<file path="src/design/cle_pkg.sv">
// Shared constants and types for the command list engine.
package cle_pkg;
   localparam int CAPACITY_DEF = 16;
   localparam int ID_BITS_DEF = 32;
   localparam int FUNC_W = 2;
   localparam int STAT_W = 2;
   localparam int DEST_W = 2;
   localparam int COORD_W = 64;
   localparam int OUT_ID_W = 32;
   localparam int IN_ID_W = 32;

   localparam logic [FUNC_W-1:0] FUNC_INSERT = 2'd0;
   localparam logic [FUNC_W-1:0] FUNC_POP = 2'd1;
   localparam logic [FUNC_W-1:0] FUNC_DELETE = 2'd2;
   localparam logic [FUNC_W-1:0] FUNC_FLUSH = 2'd3;

   localparam logic [STAT_W-1:0] ST_DONE = 2'd0;
   localparam logic [STAT_W-1:0] ST_EMPTY = 2'd1;
   localparam logic [STAT_W-1:0] ST_FULL = 2'd2;
   localparam logic [STAT_W-1:0] ST_NOTFOUND = 2'd3;

   localparam logic [DEST_W-1:0] DEST_MASTER = 2'd0;
   localparam logic [DEST_W-1:0] DEST_NAV = 2'd1;
   localparam logic [DEST_W-1:0] DEST_CAM = 2'd2;
   localparam logic [DEST_W-1:0] DEST_NONE = 2'd3;

   typedef struct packed {
      logic [STAT_W-1:0] status;
      logic at_head;
      logic [OUT_ID_W-1:0] new_id;
      logic more_left;
      logic msg_valid;
      logic msg_kind;
      logic [DEST_W-1:0] destination;
      logic [COORD_W-1:0] out_lat;
      logic [COORD_W-1:0] out_lon;
   } rsp_type;
endpackage

</file>
<file path="src/design/command_list_engine.sv">
// Top level of the command list engine: sequencer around the entry memory.
// The engine takes a new item only when idle and no result is pending.
// Insert, unless it goes to the head, and delete walk the linked list one
// entry at a time, with a memory read step then a compare step for each
// entry; the walk goes through the single read port of the entry memory.
// Flush and reset set back the slot-used flags, head, last popped id and id
// counter; there is no memory clearing pass.
// A finished result is held in an output register until taken.
module command_list_engine #(
   parameter int CAPACITY = cle_pkg::CAPACITY_DEF,
   parameter int ID_BITS = cle_pkg::ID_BITS_DEF
) (
   input logic clock,
   input logic reset,
   input logic req_valid,
   output logic req_ready,
   input logic [cle_pkg::FUNC_W-1:0] req_func,
   input logic [cle_pkg::IN_ID_W-1:0] req_after_id,
   input logic [cle_pkg::IN_ID_W-1:0] req_target_id,
   input logic req_cmd_kind,
   input logic [cle_pkg::COORD_W-1:0] req_lat_word,
   input logic [cle_pkg::COORD_W-1:0] req_lon_word,
   output logic rsp_valid,
   input logic rsp_ready,
   output logic [cle_pkg::STAT_W-1:0] rsp_status,
   output logic rsp_at_head,
   output logic [cle_pkg::OUT_ID_W-1:0] rsp_new_id,
   output logic rsp_more_left,
   output logic rsp_msg_valid,
   output logic rsp_msg_kind,
   output logic [cle_pkg::DEST_W-1:0] rsp_destination,
   output logic [cle_pkg::COORD_W-1:0] rsp_out_lat,
   output logic [cle_pkg::COORD_W-1:0] rsp_out_lon
);
   localparam int IW = $clog2(CAPACITY + 1);
   localparam int AW = (CAPACITY > 1) ? $clog2(CAPACITY) : 1;
   localparam int CW = cle_pkg::COORD_W;
   localparam int EW = ID_BITS + 1 + 2 * CW + IW;
   localparam logic [IW-1:0] NULL_IDX = IW'(CAPACITY);
   localparam int SW = $clog2(CAPACITY + 2);

   localparam logic [3:0] S_IDLE = 4'd0;
   localparam logic [3:0] S_START = 4'd1;
   localparam logic [3:0] S_RD = 4'd2;
   localparam logic [3:0] S_CHK = 4'd3;
   localparam logic [3:0] S_WRN = 4'd4;
   localparam logic [3:0] S_POPW = 4'd5;
   localparam logic [3:0] S_POPN = 4'd6;
   localparam logic [3:0] S_DELR = 4'd7;
   localparam logic [3:0] S_DELW = 4'd8;
   localparam logic [3:0] S_OUT = 4'd9;

   logic [3:0] state_ff, state_in;
   logic [CAPACITY-1:0] used_ff, used_in;
   logic [IW-1:0] head_ff, head_in;
   logic [ID_BITS-1:0] idc_ff, idc_in, last_ff, last_in;
   logic rsp_valid_ff, rsp_valid_in;
   cle_pkg::rsp_type rsp_ff, rsp_in;

   logic [cle_pkg::FUNC_W-1:0] func_ff, func_in;
   logic [ID_BITS-1:0] key_ff, key_in;
   logic kind_ff, kind_in;
   logic [CW-1:0] lat_ff, lat_in, lon_ff, lon_in;
   logic [IW-1:0] cur_ff, cur_in, prev_ff, prev_in, slot_ff, slot_in;
   logic [SW-1:0] steps_ff, steps_in;
   logic [EW-1:0] ent_ff, ent_in;

   logic rd_en, wr_en;
   logic [AW-1:0] rd_addr, wr_addr;
   logic [EW-1:0] rd_data, wr_data;

   logic [ID_BITS-1:0] rd_id;
   logic rd_kind;
   logic [CW-1:0] rd_lat, rd_lon;
   logic [IW-1:0] rd_next, rd_follow;
   logic [IW-1:0] free_idx, head_v;
   logic [EW-1:0] new_ent;

   cle_store #(.CAPACITY(CAPACITY), .ID_BITS(ID_BITS)) u_store (
      .clock(clock), .rd_en(rd_en), .rd_addr(rd_addr), .rd_data(rd_data),
      .wr_en(wr_en), .wr_addr(wr_addr), .wr_data(wr_data)
   );

   function automatic logic valid_idx(input logic [IW-1:0] i, input logic [CAPACITY-1:0] u);
      logic r;
      r = 1'b0;
      if (i < IW'(CAPACITY)) begin
         r = u[i[AW-1:0]];
      end
      return r;
   endfunction

   assign {rd_id, rd_kind, rd_lat, rd_lon, rd_next} = rd_data;
   assign rd_follow = valid_idx(rd_next, used_ff) ? rd_next : NULL_IDX;
   assign head_v = valid_idx(head_ff, used_ff) ? head_ff : NULL_IDX;
   assign new_ent = {idc_ff, kind_ff, lat_ff, lon_ff, NULL_IDX};

   always_comb begin
      free_idx = NULL_IDX;
      for (int i = CAPACITY - 1; i >= 0; i--) begin
         if (!used_ff[i]) begin
            free_idx = IW'(i);
         end
      end
   end

   assign req_ready = (state_ff == S_IDLE) && !rsp_valid_ff;
   assign rsp_valid = rsp_valid_ff;
   assign rsp_status = rsp_ff.status;
   assign rsp_at_head = rsp_ff.at_head;
   assign rsp_new_id = rsp_ff.new_id;
   assign rsp_more_left = rsp_ff.more_left;
   assign rsp_msg_valid = rsp_ff.msg_valid;
   assign rsp_msg_kind = rsp_ff.msg_kind;
   assign rsp_destination = rsp_ff.destination;
   assign rsp_out_lat = rsp_ff.out_lat;
   assign rsp_out_lon = rsp_ff.out_lon;

   always_comb begin
      state_in = state_ff;
      used_in = used_ff;
      head_in = head_ff;
      idc_in = idc_ff;
      last_in = last_ff;
      rsp_valid_in = rsp_valid_ff;
      rsp_in = rsp_ff;
      func_in = func_ff;
      key_in = key_ff;
      kind_in = kind_ff;
      lat_in = lat_ff;
      lon_in = lon_ff;
      cur_in = cur_ff;
      prev_in = prev_ff;
      slot_in = slot_ff;
      steps_in = steps_ff;
      ent_in = ent_ff;
      rd_en = 1'b0;
      rd_addr = cur_ff[AW-1:0];
      wr_en = 1'b0;
      wr_addr = slot_ff[AW-1:0];
      wr_data = new_ent;

      if (rsp_valid_ff && rsp_ready) begin
         rsp_valid_in = 1'b0;
      end

      unique case (state_ff)
         S_IDLE: begin
            if (req_valid && req_ready) begin
               func_in = req_func;
               kind_in = req_cmd_kind;
               lat_in = req_lat_word;
               lon_in = req_lon_word;
               key_in = (req_func == cle_pkg::FUNC_INSERT)
                  ? ID_BITS'(req_after_id) : ID_BITS'(req_target_id);
               state_in = S_START;
            end
         end
         S_START: begin
            rsp_in = '0;
            rsp_in.destination = cle_pkg::DEST_NONE;
            steps_in = '0;
            state_in = S_OUT;
            unique case (func_ff)
               cle_pkg::FUNC_INSERT: begin
                  if (free_idx == NULL_IDX) begin
                     rsp_in.status = cle_pkg::ST_FULL;
                  end else begin
                     slot_in = free_idx;
                     idc_in = idc_ff + ID_BITS'(1);
                     rsp_in.new_id = cle_pkg::OUT_ID_W'(idc_ff);
                     if (head_v == NULL_IDX || last_ff == key_ff) begin
                        wr_en = 1'b1;
                        wr_addr = free_idx[AW-1:0];
                        wr_data = {idc_ff, kind_ff, lat_ff, lon_ff, head_v};
                        used_in[free_idx[AW-1:0]] = 1'b1;
                        head_in = free_idx;
                        rsp_in.at_head = 1'b1;
                        rsp_in.msg_valid = 1'b1;
                        rsp_in.out_lat = lat_ff;
                        rsp_in.out_lon = lon_ff;
                     end else begin
                        cur_in = head_v;
                        state_in = S_RD;
                     end
                  end
               end
               cle_pkg::FUNC_POP: begin
                  if (head_v == NULL_IDX) begin
                     rsp_in.status = cle_pkg::ST_EMPTY;
                     rsp_in.destination = cle_pkg::DEST_MASTER;
                  end else begin
                     rd_en = 1'b1;
                     rd_addr = head_v[AW-1:0];
                     cur_in = head_v;
                     state_in = S_POPW;
                  end
               end
               cle_pkg::FUNC_DELETE: begin
                  rsp_in.status = cle_pkg::ST_NOTFOUND;
                  if (head_v != NULL_IDX) begin
                     prev_in = head_v;
                     cur_in = head_v;
                     state_in = S_RD;
                  end
               end
               default: begin
                  used_in = '0;
                  head_in = NULL_IDX;
                  last_in = '0;
                  idc_in = ID_BITS'(1);
               end
            endcase
         end
         S_RD: begin
            rd_en = 1'b1;
            rd_addr = cur_ff[AW-1:0];
            state_in = S_CHK;
         end
         S_CHK: begin
            steps_in = steps_ff + SW'(1);
            if (func_ff == cle_pkg::FUNC_INSERT) begin
               // Slot is still free in used_ff, so a link to it reads as null.
               if (rd_follow == NULL_IDX || rd_id == key_ff
                   || steps_ff == SW'(CAPACITY - 1)) begin
                  ent_in = rd_data;
                  state_in = S_WRN;
               end else begin
                  cur_in = rd_follow;
                  state_in = S_RD;
               end
            end else begin
               // Delete: first read is the head (skip compare), then candidates.
               if (steps_ff != '0 && rd_id == key_ff) begin
                  slot_in = rd_follow;
                  state_in = S_DELR;
               end else if (rd_follow == NULL_IDX || rd_follow == head_v
                            || steps_ff == SW'(CAPACITY)) begin
                  state_in = S_OUT;
               end else begin
                  prev_in = cur_ff;
                  cur_in = rd_follow;
                  state_in = S_RD;
               end
            end
         end
         S_WRN: begin
            // Link new slot behind cur, then cur to new slot.
            wr_en = 1'b1;
            wr_addr = slot_ff[AW-1:0];
            wr_data = {idc_ff - ID_BITS'(1), kind_ff, lat_ff, lon_ff,
                       (ent_ff[IW-1:0] == slot_ff) ? NULL_IDX : ent_ff[IW-1:0]};
            if (!valid_idx(ent_ff[IW-1:0], used_ff)) begin
               wr_data[IW-1:0] = NULL_IDX;
            end
            used_in[slot_ff[AW-1:0]] = 1'b1;
            ent_in = {ent_ff[EW-1:IW], slot_ff};
            state_in = S_DELW;
         end
         S_POPW: begin
            last_in = rd_id;
            used_in[cur_ff[AW-1:0]] = 1'b0;
            head_in = (rd_follow == cur_ff) ? NULL_IDX : rd_follow;
            if (rd_follow != NULL_IDX && rd_follow != cur_ff) begin
               rd_en = 1'b1;
               rd_addr = rd_follow[AW-1:0];
               state_in = S_POPN;
            end else begin
               head_in = NULL_IDX;
               state_in = S_OUT;
            end
         end
         S_POPN: begin
            rsp_in.more_left = 1'b1;
            rsp_in.msg_valid = 1'b1;
            rsp_in.msg_kind = rd_kind;
            rsp_in.destination = rd_kind ? cle_pkg::DEST_CAM : cle_pkg::DEST_NAV;
            rsp_in.out_lat = rd_kind ? '0 : rd_lat;
            rsp_in.out_lon = rd_kind ? '0 : rd_lon;
            state_in = S_OUT;
         end
         S_DELR: begin
            rd_en = 1'b1;
            rd_addr = prev_ff[AW-1:0];
            used_in[cur_ff[AW-1:0]] = 1'b0;
            rsp_in.status = cle_pkg::ST_DONE;
            cur_in = prev_ff;
            state_in = S_DELW;
            ent_in = {rd_data[EW-1:IW], slot_ff};
            prev_in = NULL_IDX;
         end
         S_DELW: begin
            // Rewrite predecessor with its new next link.
            wr_en = 1'b1;
            wr_addr = cur_ff[AW-1:0];
            if (prev_ff == NULL_IDX) begin
               wr_data = {rd_data[EW-1:IW], ent_ff[IW-1:0]};
            end else begin
               wr_data = ent_ff;
            end
            state_in = S_OUT;
         end
         S_OUT: begin
            rsp_valid_in = 1'b1;
            state_in = S_IDLE;
         end
         default: state_in = S_IDLE;
      endcase
   end

   always_ff @(posedge clock) begin
      if (reset) begin
         state_ff <= S_IDLE;
         used_ff <= '0;
         head_ff <= NULL_IDX;
         idc_ff <= ID_BITS'(1);
         last_ff <= '0;
         rsp_valid_ff <= 1'b0;
      end else begin
         state_ff <= state_in;
         used_ff <= used_in;
         head_ff <= head_in;
         idc_ff <= idc_in;
         last_ff <= last_in;
         rsp_valid_ff <= rsp_valid_in;
      end
      rsp_ff <= rsp_in;
      func_ff <= func_in;
      key_ff <= key_in;
      kind_ff <= kind_in;
      lat_ff <= lat_in;
      lon_ff <= lon_in;
      cur_ff <= cur_in;
      prev_ff <= prev_in;
      slot_ff <= slot_in;
      steps_ff <= steps_in;
      ent_ff <= ent_in;
   end

   a_no_accept_busy: assert property (@(posedge clock) disable iff (reset)
      (req_valid && req_ready) |=> !rsp_valid)
      else $error("result shown while item just accepted");
   a_rsp_only_from_out: assert property (@(posedge clock) disable iff (reset)
      $rose(rsp_valid) |-> $past(state_ff) == S_OUT)
      else $error("result raised outside output step");
   a_one_write: assert property (@(posedge clock) disable iff (reset)
      wr_en |-> !rd_en || rd_addr != wr_addr || state_ff == S_START)
      else $error("read and write of one entry collide");
endmodule

</file>
<file path="src/design/cle_store.sv">
// Entry memory of the command list: one synchronous read port, one write port.
module cle_store #(
   parameter int CAPACITY = cle_pkg::CAPACITY_DEF,
   parameter int ID_BITS = cle_pkg::ID_BITS_DEF,
   localparam int IW = $clog2(CAPACITY + 1),
   localparam int AW = (CAPACITY > 1) ? $clog2(CAPACITY) : 1,
   localparam int EW = ID_BITS + 1 + 2 * cle_pkg::COORD_W + IW
) (
   input logic clock,
   input logic rd_en,
   input logic [AW-1:0] rd_addr,
   output logic [EW-1:0] rd_data,
   input logic wr_en,
   input logic [AW-1:0] wr_addr,
   input logic [EW-1:0] wr_data
);
   logic [EW-1:0] mem [CAPACITY];

   always_ff @(posedge clock) begin
      if (wr_en) begin
         mem[wr_addr] <= wr_data;
      end
      if (rd_en) begin
         rd_data <= mem[rd_addr];
      end
   end
endmodule
</file>
<file path="config.mk">
export PLATFORM = sky130hd
export DESIGN_NAME = command_list_engine
export DESIGN_NICKNAME = d
export VERILOG_FILES = /design/src/design/cle_pkg.sv /design/src/design/command_list_engine.sv /design/src/design/cle_store.sv
export SDC_FILE = /design/constraint.sdc
export NUM_CORES = 2
export LEC_CHECK = 0
export BUFFER_PORTS_ARGS = -buffer_cell sky130_fd_sc_hd__buf_2
export CORE_AREA = 2 2 701 354
export CTS_BUF_LIST = sky130_fd_sc_hd__clkbuf_4 sky130_fd_sc_hd__clkbuf_8
export DETAILED_ROUTE_END_ITERATION = 10
export DIE_AREA = 0 0 703 356
export HOLD_SLACK_MARGIN = 0.1
export PLACE_DENSITY = 0.78
export SLEW_MARGIN = 10
export SYNTH_ARGS = -nofsm -noshare
export SYNTH_HDL_FRONTEND = slang
export SYNTH_SLANG_ARGS = --single-unit
</file>
<file path="constraint.sdc">
create_clock -name clock -period 9.8 [get_ports clock]
set_input_delay 1.47 -clock clock [delete_from_list [all_inputs] [get_ports clock]]
set_output_delay 1.47 -clock clock [all_outputs]
set_load 0.03 [all_outputs]
</file>
=== Word-level counts from Yosys, hierarchy flattened ===
Memories as Yosys holds them, arrays and structs flattened. A register that Yosys moved wholly into a read port is not among the register bits.
Cells that the tools add are included.

* Memory bits (writable): 2656
* Bits of input ports: 199
* Word-level logic and storage cells: 267
* Memories: 1
* Output and inout port bits: 170
* Bits in registers: 607

{| class="wikitable"
|+ Memory list
! name !! words !! width !! rd ports !! clocked after Yosys merged registers in !! wr ports !! line !! RTL
|-
| u_store.mem || 16 || 166 || 1 || 1 || 1 || cle_store.sv:17 || <nowiki>logic [EW-1:0] mem [CAPACITY];</nowiki>
|}

* Magnitude comparators: 12
* Bitwise logic cells: 7
* Reduce and logical (&&, ||, !) cells: 45
* Muxes and demuxes: 125
* $add $sub $neg: 3
* Equal/unequal tests: 48

{| class="wikitable"
|+ Operator list
! cell !! count
|-
| $pmux W166 S3 || 2
|-
| $mux W166 || 3
|-
| $mux W128 || 3
|-
| $pmux W133 S2 || 1
|-
| $mux W5 || 43
|-
| $mux W64 || 2
|-
| $pmux W32 S2 || 2
|-
| $mux W32 || 3
|-
| $eq A32 B32 Y1 || 2
|-
| $mux W4 || 15
|-
| $pmux W16 S3 || 1
|-
| $pmux W5 S3 || 3
|-
| $pmux W5 S2 || 4
|-
| $add A32 B1 Y32 const B || 1
|-
| $mux W16 || 2
|-
| $or A16 B16 Y16 || 2
|-
| $pmux W16 S2 || 1
|-
| $sub A32 B1 Y32 const B || 1
|-
| $lt A4 B5 Y1 const B || 6
|-
| $pmux W4 S7 || 1
|-
| $eq A5 B5 Y1 const B || 5
|-
| $ne A2 B2 Y1 const B || 12
|-
| $ne A3 B3 Y1 const B || 8
|-
| $pmux W4 S3 || 2
|-
| 44 further kinds || 115
|}

=== Longest topological paths before layout ===
* Depth in word-level cells: 25
* Depth in mapped cells: 15
* Mapped depth without buffers: 10

=== Cells and area by module ===
From an unflattened synthesis, not the netlist that was laid out.

* Cell total of the unflattened synthesis: 6771
* Area total of the unflattened synthesis: 133767.0 um2

{| class="wikitable"
|+ By module, submodules not included
! module !! times used !! sequential area each (um2) !! area each (um2) !! cells an instance
|-
| cle_store || 1 || 84741.3 || 104726.7 || 4337
|-
| command_list_engine || 1 || 17326.6 || 29040.4 || 2434
|}

=== Worst setup path before layout ===
No wires, ideal clock.

* Path kind: register -> register
* Start: reg head_ff[0]
* End: mem u_store.mem[5][0] (netlist bit) (enable)
* Slack: -0.668 ns
* Buffers on the path: 2
* Cell stages (with the launch flop): 12
* Arrival: 9.773 ns
* Required time: 9.105 ns
* Path through: dfxtp_1 buf_2 mux4_2 o22ai_1 o22a_1 nor2_1 clkbuf_1 a211oi_1 nor2_1 a221oi_1 nand2_1 nor2_1

* Cells in the longest elaborated chain, start to end: 12

{| class="wikitable"
|+ RTL lines
! item !! line !! RTL
|-
| start, declared || command_list_engine.sv:55 || <nowiki>logic [IW-1:0] head_ff, head_in;</nowiki>
|-
| start signal, assigned || command_list_engine.sv:322 || <nowiki>head_ff <= head_in;</nowiki>
|-
| $bmux W1 S4 || command_list_engine.sv:88 || <nowiki>r = u[i[AW-1:0]];</nowiki>
|-
| $mux W1 (implied by the code) || command_list_engine.sv:88 ||
|-
| $mux W1 || command_list_engine.sv:87 || <nowiki>if (i < IW'(CAPACITY)) begin</nowiki>
|-
| $mux W5 (*) || command_list_engine.sv:95 || <nowiki>assign head_v = valid_idx(head_ff, used_ff) ? head_ff : NULL_IDX;</nowiki>
|-
| $eq A5 B5 Y1 (*) || command_list_engine.sv:172 || <nowiki>if (head_v == NULL_IDX || last_ff == key_ff) begin</nowiki>
|-
| $logic_or A1 B1 Y1 (*) || command_list_engine.sv:172 ||
|-
| $mux W1 || command_list_engine.sv:172 ||
|-
| $mux W1 || command_list_engine.sv:166 || <nowiki>if (free_idx == NULL_IDX) begin</nowiki>
|-
| $mux W1 || command_list_engine.sv:164 || <nowiki>unique case (func_ff)</nowiki>
|-
| $pmux W1 S2 || command_list_engine.sv:147 || <nowiki>unique case (state_ff)</nowiki>
|-
| $mux W1 || cle_store.sv:20 || <nowiki>if (wr_en) begin</nowiki>
|-
| $mux W1 (implied by the code) || cle_store.sv:21 || <nowiki>mem[wr_addr] <= wr_data;</nowiki>
|-
| end, declared || cle_store.sv:17 ||
|}

Every way passes the cells marked *; elsewhere a longest branch is shown, timed or not. The select of a mux whose other input is x is not followed.

=== Final worst setup path ===
* Start: reg state_ff[0]
* End: reg u_store.rd_data[115] (read register of u_store.mem) (data pin)

* Cells in the longest elaborated chain, start to end: 3

{| class="wikitable"
|+ RTL lines
! item !! line !! RTL
|-
| start, declared || command_list_engine.sv:53 || <nowiki>logic [3:0] state_ff, state_in;</nowiki>
|-
| start signal, assigned || command_list_engine.sv:320 || <nowiki>state_ff <= state_in;</nowiki>
|-
| $eq A4 B3 Y1 / $eq A4 B2 Y1 (equally long branches) || command_list_engine.sv:147 ||
|-
| $reduce_or A2 Y1 (no line) || -- ||
|-
| $pmux W1 S3 || command_list_engine.sv:147 ||
|-
| end, declared || cle_store.sv:12 || <nowiki>output logic [EW-1:0] rd_data,</nowiki>
|}

Several ways; a longest one is shown, not always the timed one.
A chain may end at the register's enable or synchronous reset.

==> results by group <==
Floorplan
  • Die height: between 300 and 400 µm
  • Die ar.: about 250000 µm²
  • Std-Cell Rows: approximately 130
  • Effective utilization at floorplan: a little under three fifths
  • IO Pins: ~370
  • Die width: ~700 µm
  • Core ar.: 245000 µm²

Timing
  • Worst-margin pin slew: approximately 1.3 ns
  • Max Freq: about 160 MHz
  • Setup violations, final: 0
  • Tmin final: between 6 and 7 ns
  • Final critical-path share of the clock period: ~63%
  • Slew Limit Fails: 0
  • Slew headroom: a little under an eighth
  • RSZ-0062 raised after global routing: no
  • Fin. Hold Viols: 0
  • Clk_skew: 0.0874 ns

Place
  • Dpl cells: 12500
  • Port Buffers: between 300 and 400
  • GPL Wtd Cong: approximately 0.9
  • Dpl cell area: roughly 150000 µm²
  • Dpl hpwl: about 210 mm

Cells and area
  • Layout cell share with drive strength beyond 1: around 20%
  • Fin area: roughly 160000 µm²
  • Most frequent cells in the layout: edfxtp_1, o211ai_1, mux2_2
  • Commonest non-fill, non-tap cell in the layout: edfxtp_1
  • Nets: around 10000
  • Final Instance Count excl. Fillers: ~13000
  • Filler cell count: 17000
  • Synthesis-to-finish area growth: 10.1%

Worst setup path
  • Critical path class: flop to flop
  • Crit-path max FO: 75
  • Arr. time, crit path: ~7.0 ns
  • Crit end category: flop
  • Critical Path RT: between 10 and 15 ns
  • Startpoint Class: flop

Logic synthesis
  • Mapped Nets: approximately 9500
  • Yosys reg bits: about 3400
  • Mapped Cells: about 9300
  • Yosys cell types: about 80
  • Asr flop ratio synth: 0%
  • Top FF cell, synth: edfxtp_1
  • Sequential-to-total area share from yosys stat: roughly 72%
  • Synthesized area: ~140000 µm²
  • Ys Warns: 0
  • Mapped Avg Cell Area: approximately 15 µm²
  • Post-synth EDFFs: ~3300

Clock network
  • CTS tree: done
  • Gates resized, CTS repair: 0
  • Post-CTS Hold Buffers: 0
  • CTS clk-pin slew, worst paths: approximately 0.080 ns
  • H-Tree Depth: 5
  • Worst skew pair latency: about 1.1 ns
  • Post-CTS Setup Bufs: 0
  • CTS Root Cell: clkbuf_8
  • CTS Sinks: 3429
  • Max Buffers Root-to-Sink: 4
  • Total CTS buffers: 453

Drt
  • Via count: ~88000
  • Drt drc: 0
  • Drt first pass iters: 6
  • Wire per inst: 29.5 µm
  • WL final: between 300 and 400 mm
  • Vias per cell: about 6.6
  • Iteration-0 DRC Markers: 14000
  • Post-route ant nets: 0

Global routing
  • Global-route wire length before repair: 571 mm
  • Initial antenna violation count: 8
  • GRT Util Overall: a little under a third
  • Largest net degree at the start of global routing: 200
  • GRT overflow: 0
  • Vias in the first global route: 86100

Hold path
  • Min-Delay Path Class: flop to flop

Outcome
  • Outcome: finished clean

Power and ir drop
  • Power Density: between 200 and 300 nW/µm²
  • Leakage power: between 0.05 and 0.06 µW
  • Worst VDD drop: about 400 µV

Job
  • Max_cap viols: 0
logic make-up (layout without fill, tap and decap cells):
kind of cell | Yosys count | in the layout | synth area share [%]
AO/OA/AOI/OAI | 2157 | 2157 | 11.3
XOR/XNOR | 98 | 98 | 0.609
adder cells (fa/ha/maj) | 9 | 9 | 0.0799
buffers and inverters | 1246 | 1906 | 3.56
flip-flops | 3429 | 3429 | 72.4
multiplexers | 870 | 870 | 7.09
other | 0 | 5 | 0
AND/OR/NAND/NOR | 1522 | 1522 | 4.98
Yosys cell counts, drive strengths merged (6+ instances only):
cell    instances  area, µm²
a211oi         15        123
a31oi         149        932
mux2          545       6140
o311ai          7       61.3
o221ai         11       96.3
or2             6       37.5
ha              9        113
dfxtp          90       1800
nand2b         11       68.8
and2          202       1260
nor2          559       2120
a21o            6       45.0
nor2b           9       56.3
xor2           60        526
nor3           61        305
a22o          136       1190
nand3          36        180
nor4           17        106
mux4           48       1080
a22oi          39        293
nand4         155        970
inv           526       1970
o21ai          62        314
clkbuf        459       1720
o211ai       1513      11400
xnor2          38        333
edfxtp       3339     100000
nand2         413       1550
mux2i         277       2770
buf           261       1330
o22ai          90        563
or3            23        144
a21oi          70        350
a31o            6       52.6
and3           13       81.3
state kept, by name (all words and copies together) (netlist names), 16 cells and up:
signal and cells:
idc_ff 32, lon_ff 64, lat_ff 64, rsp_new_id 32, key_ff 32, ent_ff 166, rsp_out_lat 64, last_ff 32
u_store.rd_data 166, used_ff 16, u_store.mem 2656, rsp_out_lon 64
per-layer routing:
layer,vias up,GRT usage (%),wire length [µm]
met1,43900,46.0,158000
met3,784,6.63,49400
met4,6,10.4,13300
li1,37000,-,-
met5,-,0,34
met2,6371,44.7,171000
final cells by class:
| class | instances | area [µm²] | area share [%] |
|---|---|---|---|
| inverter | 526 | 1970 | 1.27 |
| clock buffer | 636 | 7680 | 4.94 |
| multi-input combinational | 4656 | 34600 | 22.3 |
| tap | 3275 | 4100 | 2.64 |
| antenna | 5 | 12.5 | 0.00806 |
| sequential | 3429 | 102000 | 65.7 |
| timing repair buffer | 573 | 3790 | 2.44 |
| clock inverter | 171 | 1080 | 0.693 |
critical path, stage by stage, from the launching register on:
cell and delay (ns):
dfxtp_1 0.50, nor2b_1 0.62, nand2_1 0.39, clkinv_1 0.14
buf_4 0.51, o211ai_1 0.20, or4b_4 0.76, buf_4 0.91
buf_4 1.00, mux2i_1 0.33, mux2i_1 0.14, o22ai_1 0.21
nor3_1 0.09
worst paths after layout:
kind	startpoint	slack, ns	cells after the start	end
setup / recovery	state_ff[0]	3.59	12	u_store.rd_data[115]
hold / removal	last_ff[11]	0.52	2	last_ff[11]
setup reg to reg	state_ff[0]	3.59	12	u_store.rd_data[115]
hold reg to reg	last_ff[11]	0.52	2	last_ff[11]
stage by stage:
stage               setup TNS (ns)  power, µW  hold slack (ns)  util, %  setup slack, ns
floorplan                 -1659.96      25600            0.480        -           -0.668
global placement                 0      28500            0.501     59.7             3.90
detailed placement               0      28800            0.508     59.7             3.75
CTS                              0      39200            0.511     63.2             3.72
global route                     0      40700            0.528     63.4             3.25
finish                           0      39400            0.524     63.4             3.59
power breakdown:
part           internal, µW  total (µW)  switching (µW)  leakage [µW]
registers             17800       18100             320        0.0311
logic                  3240       10600            7400        0.0155
clock network          5330       10600            5290       0.00467
total                 26400       39400           13000        0.0513
Power figures use the tool's default switching activity.
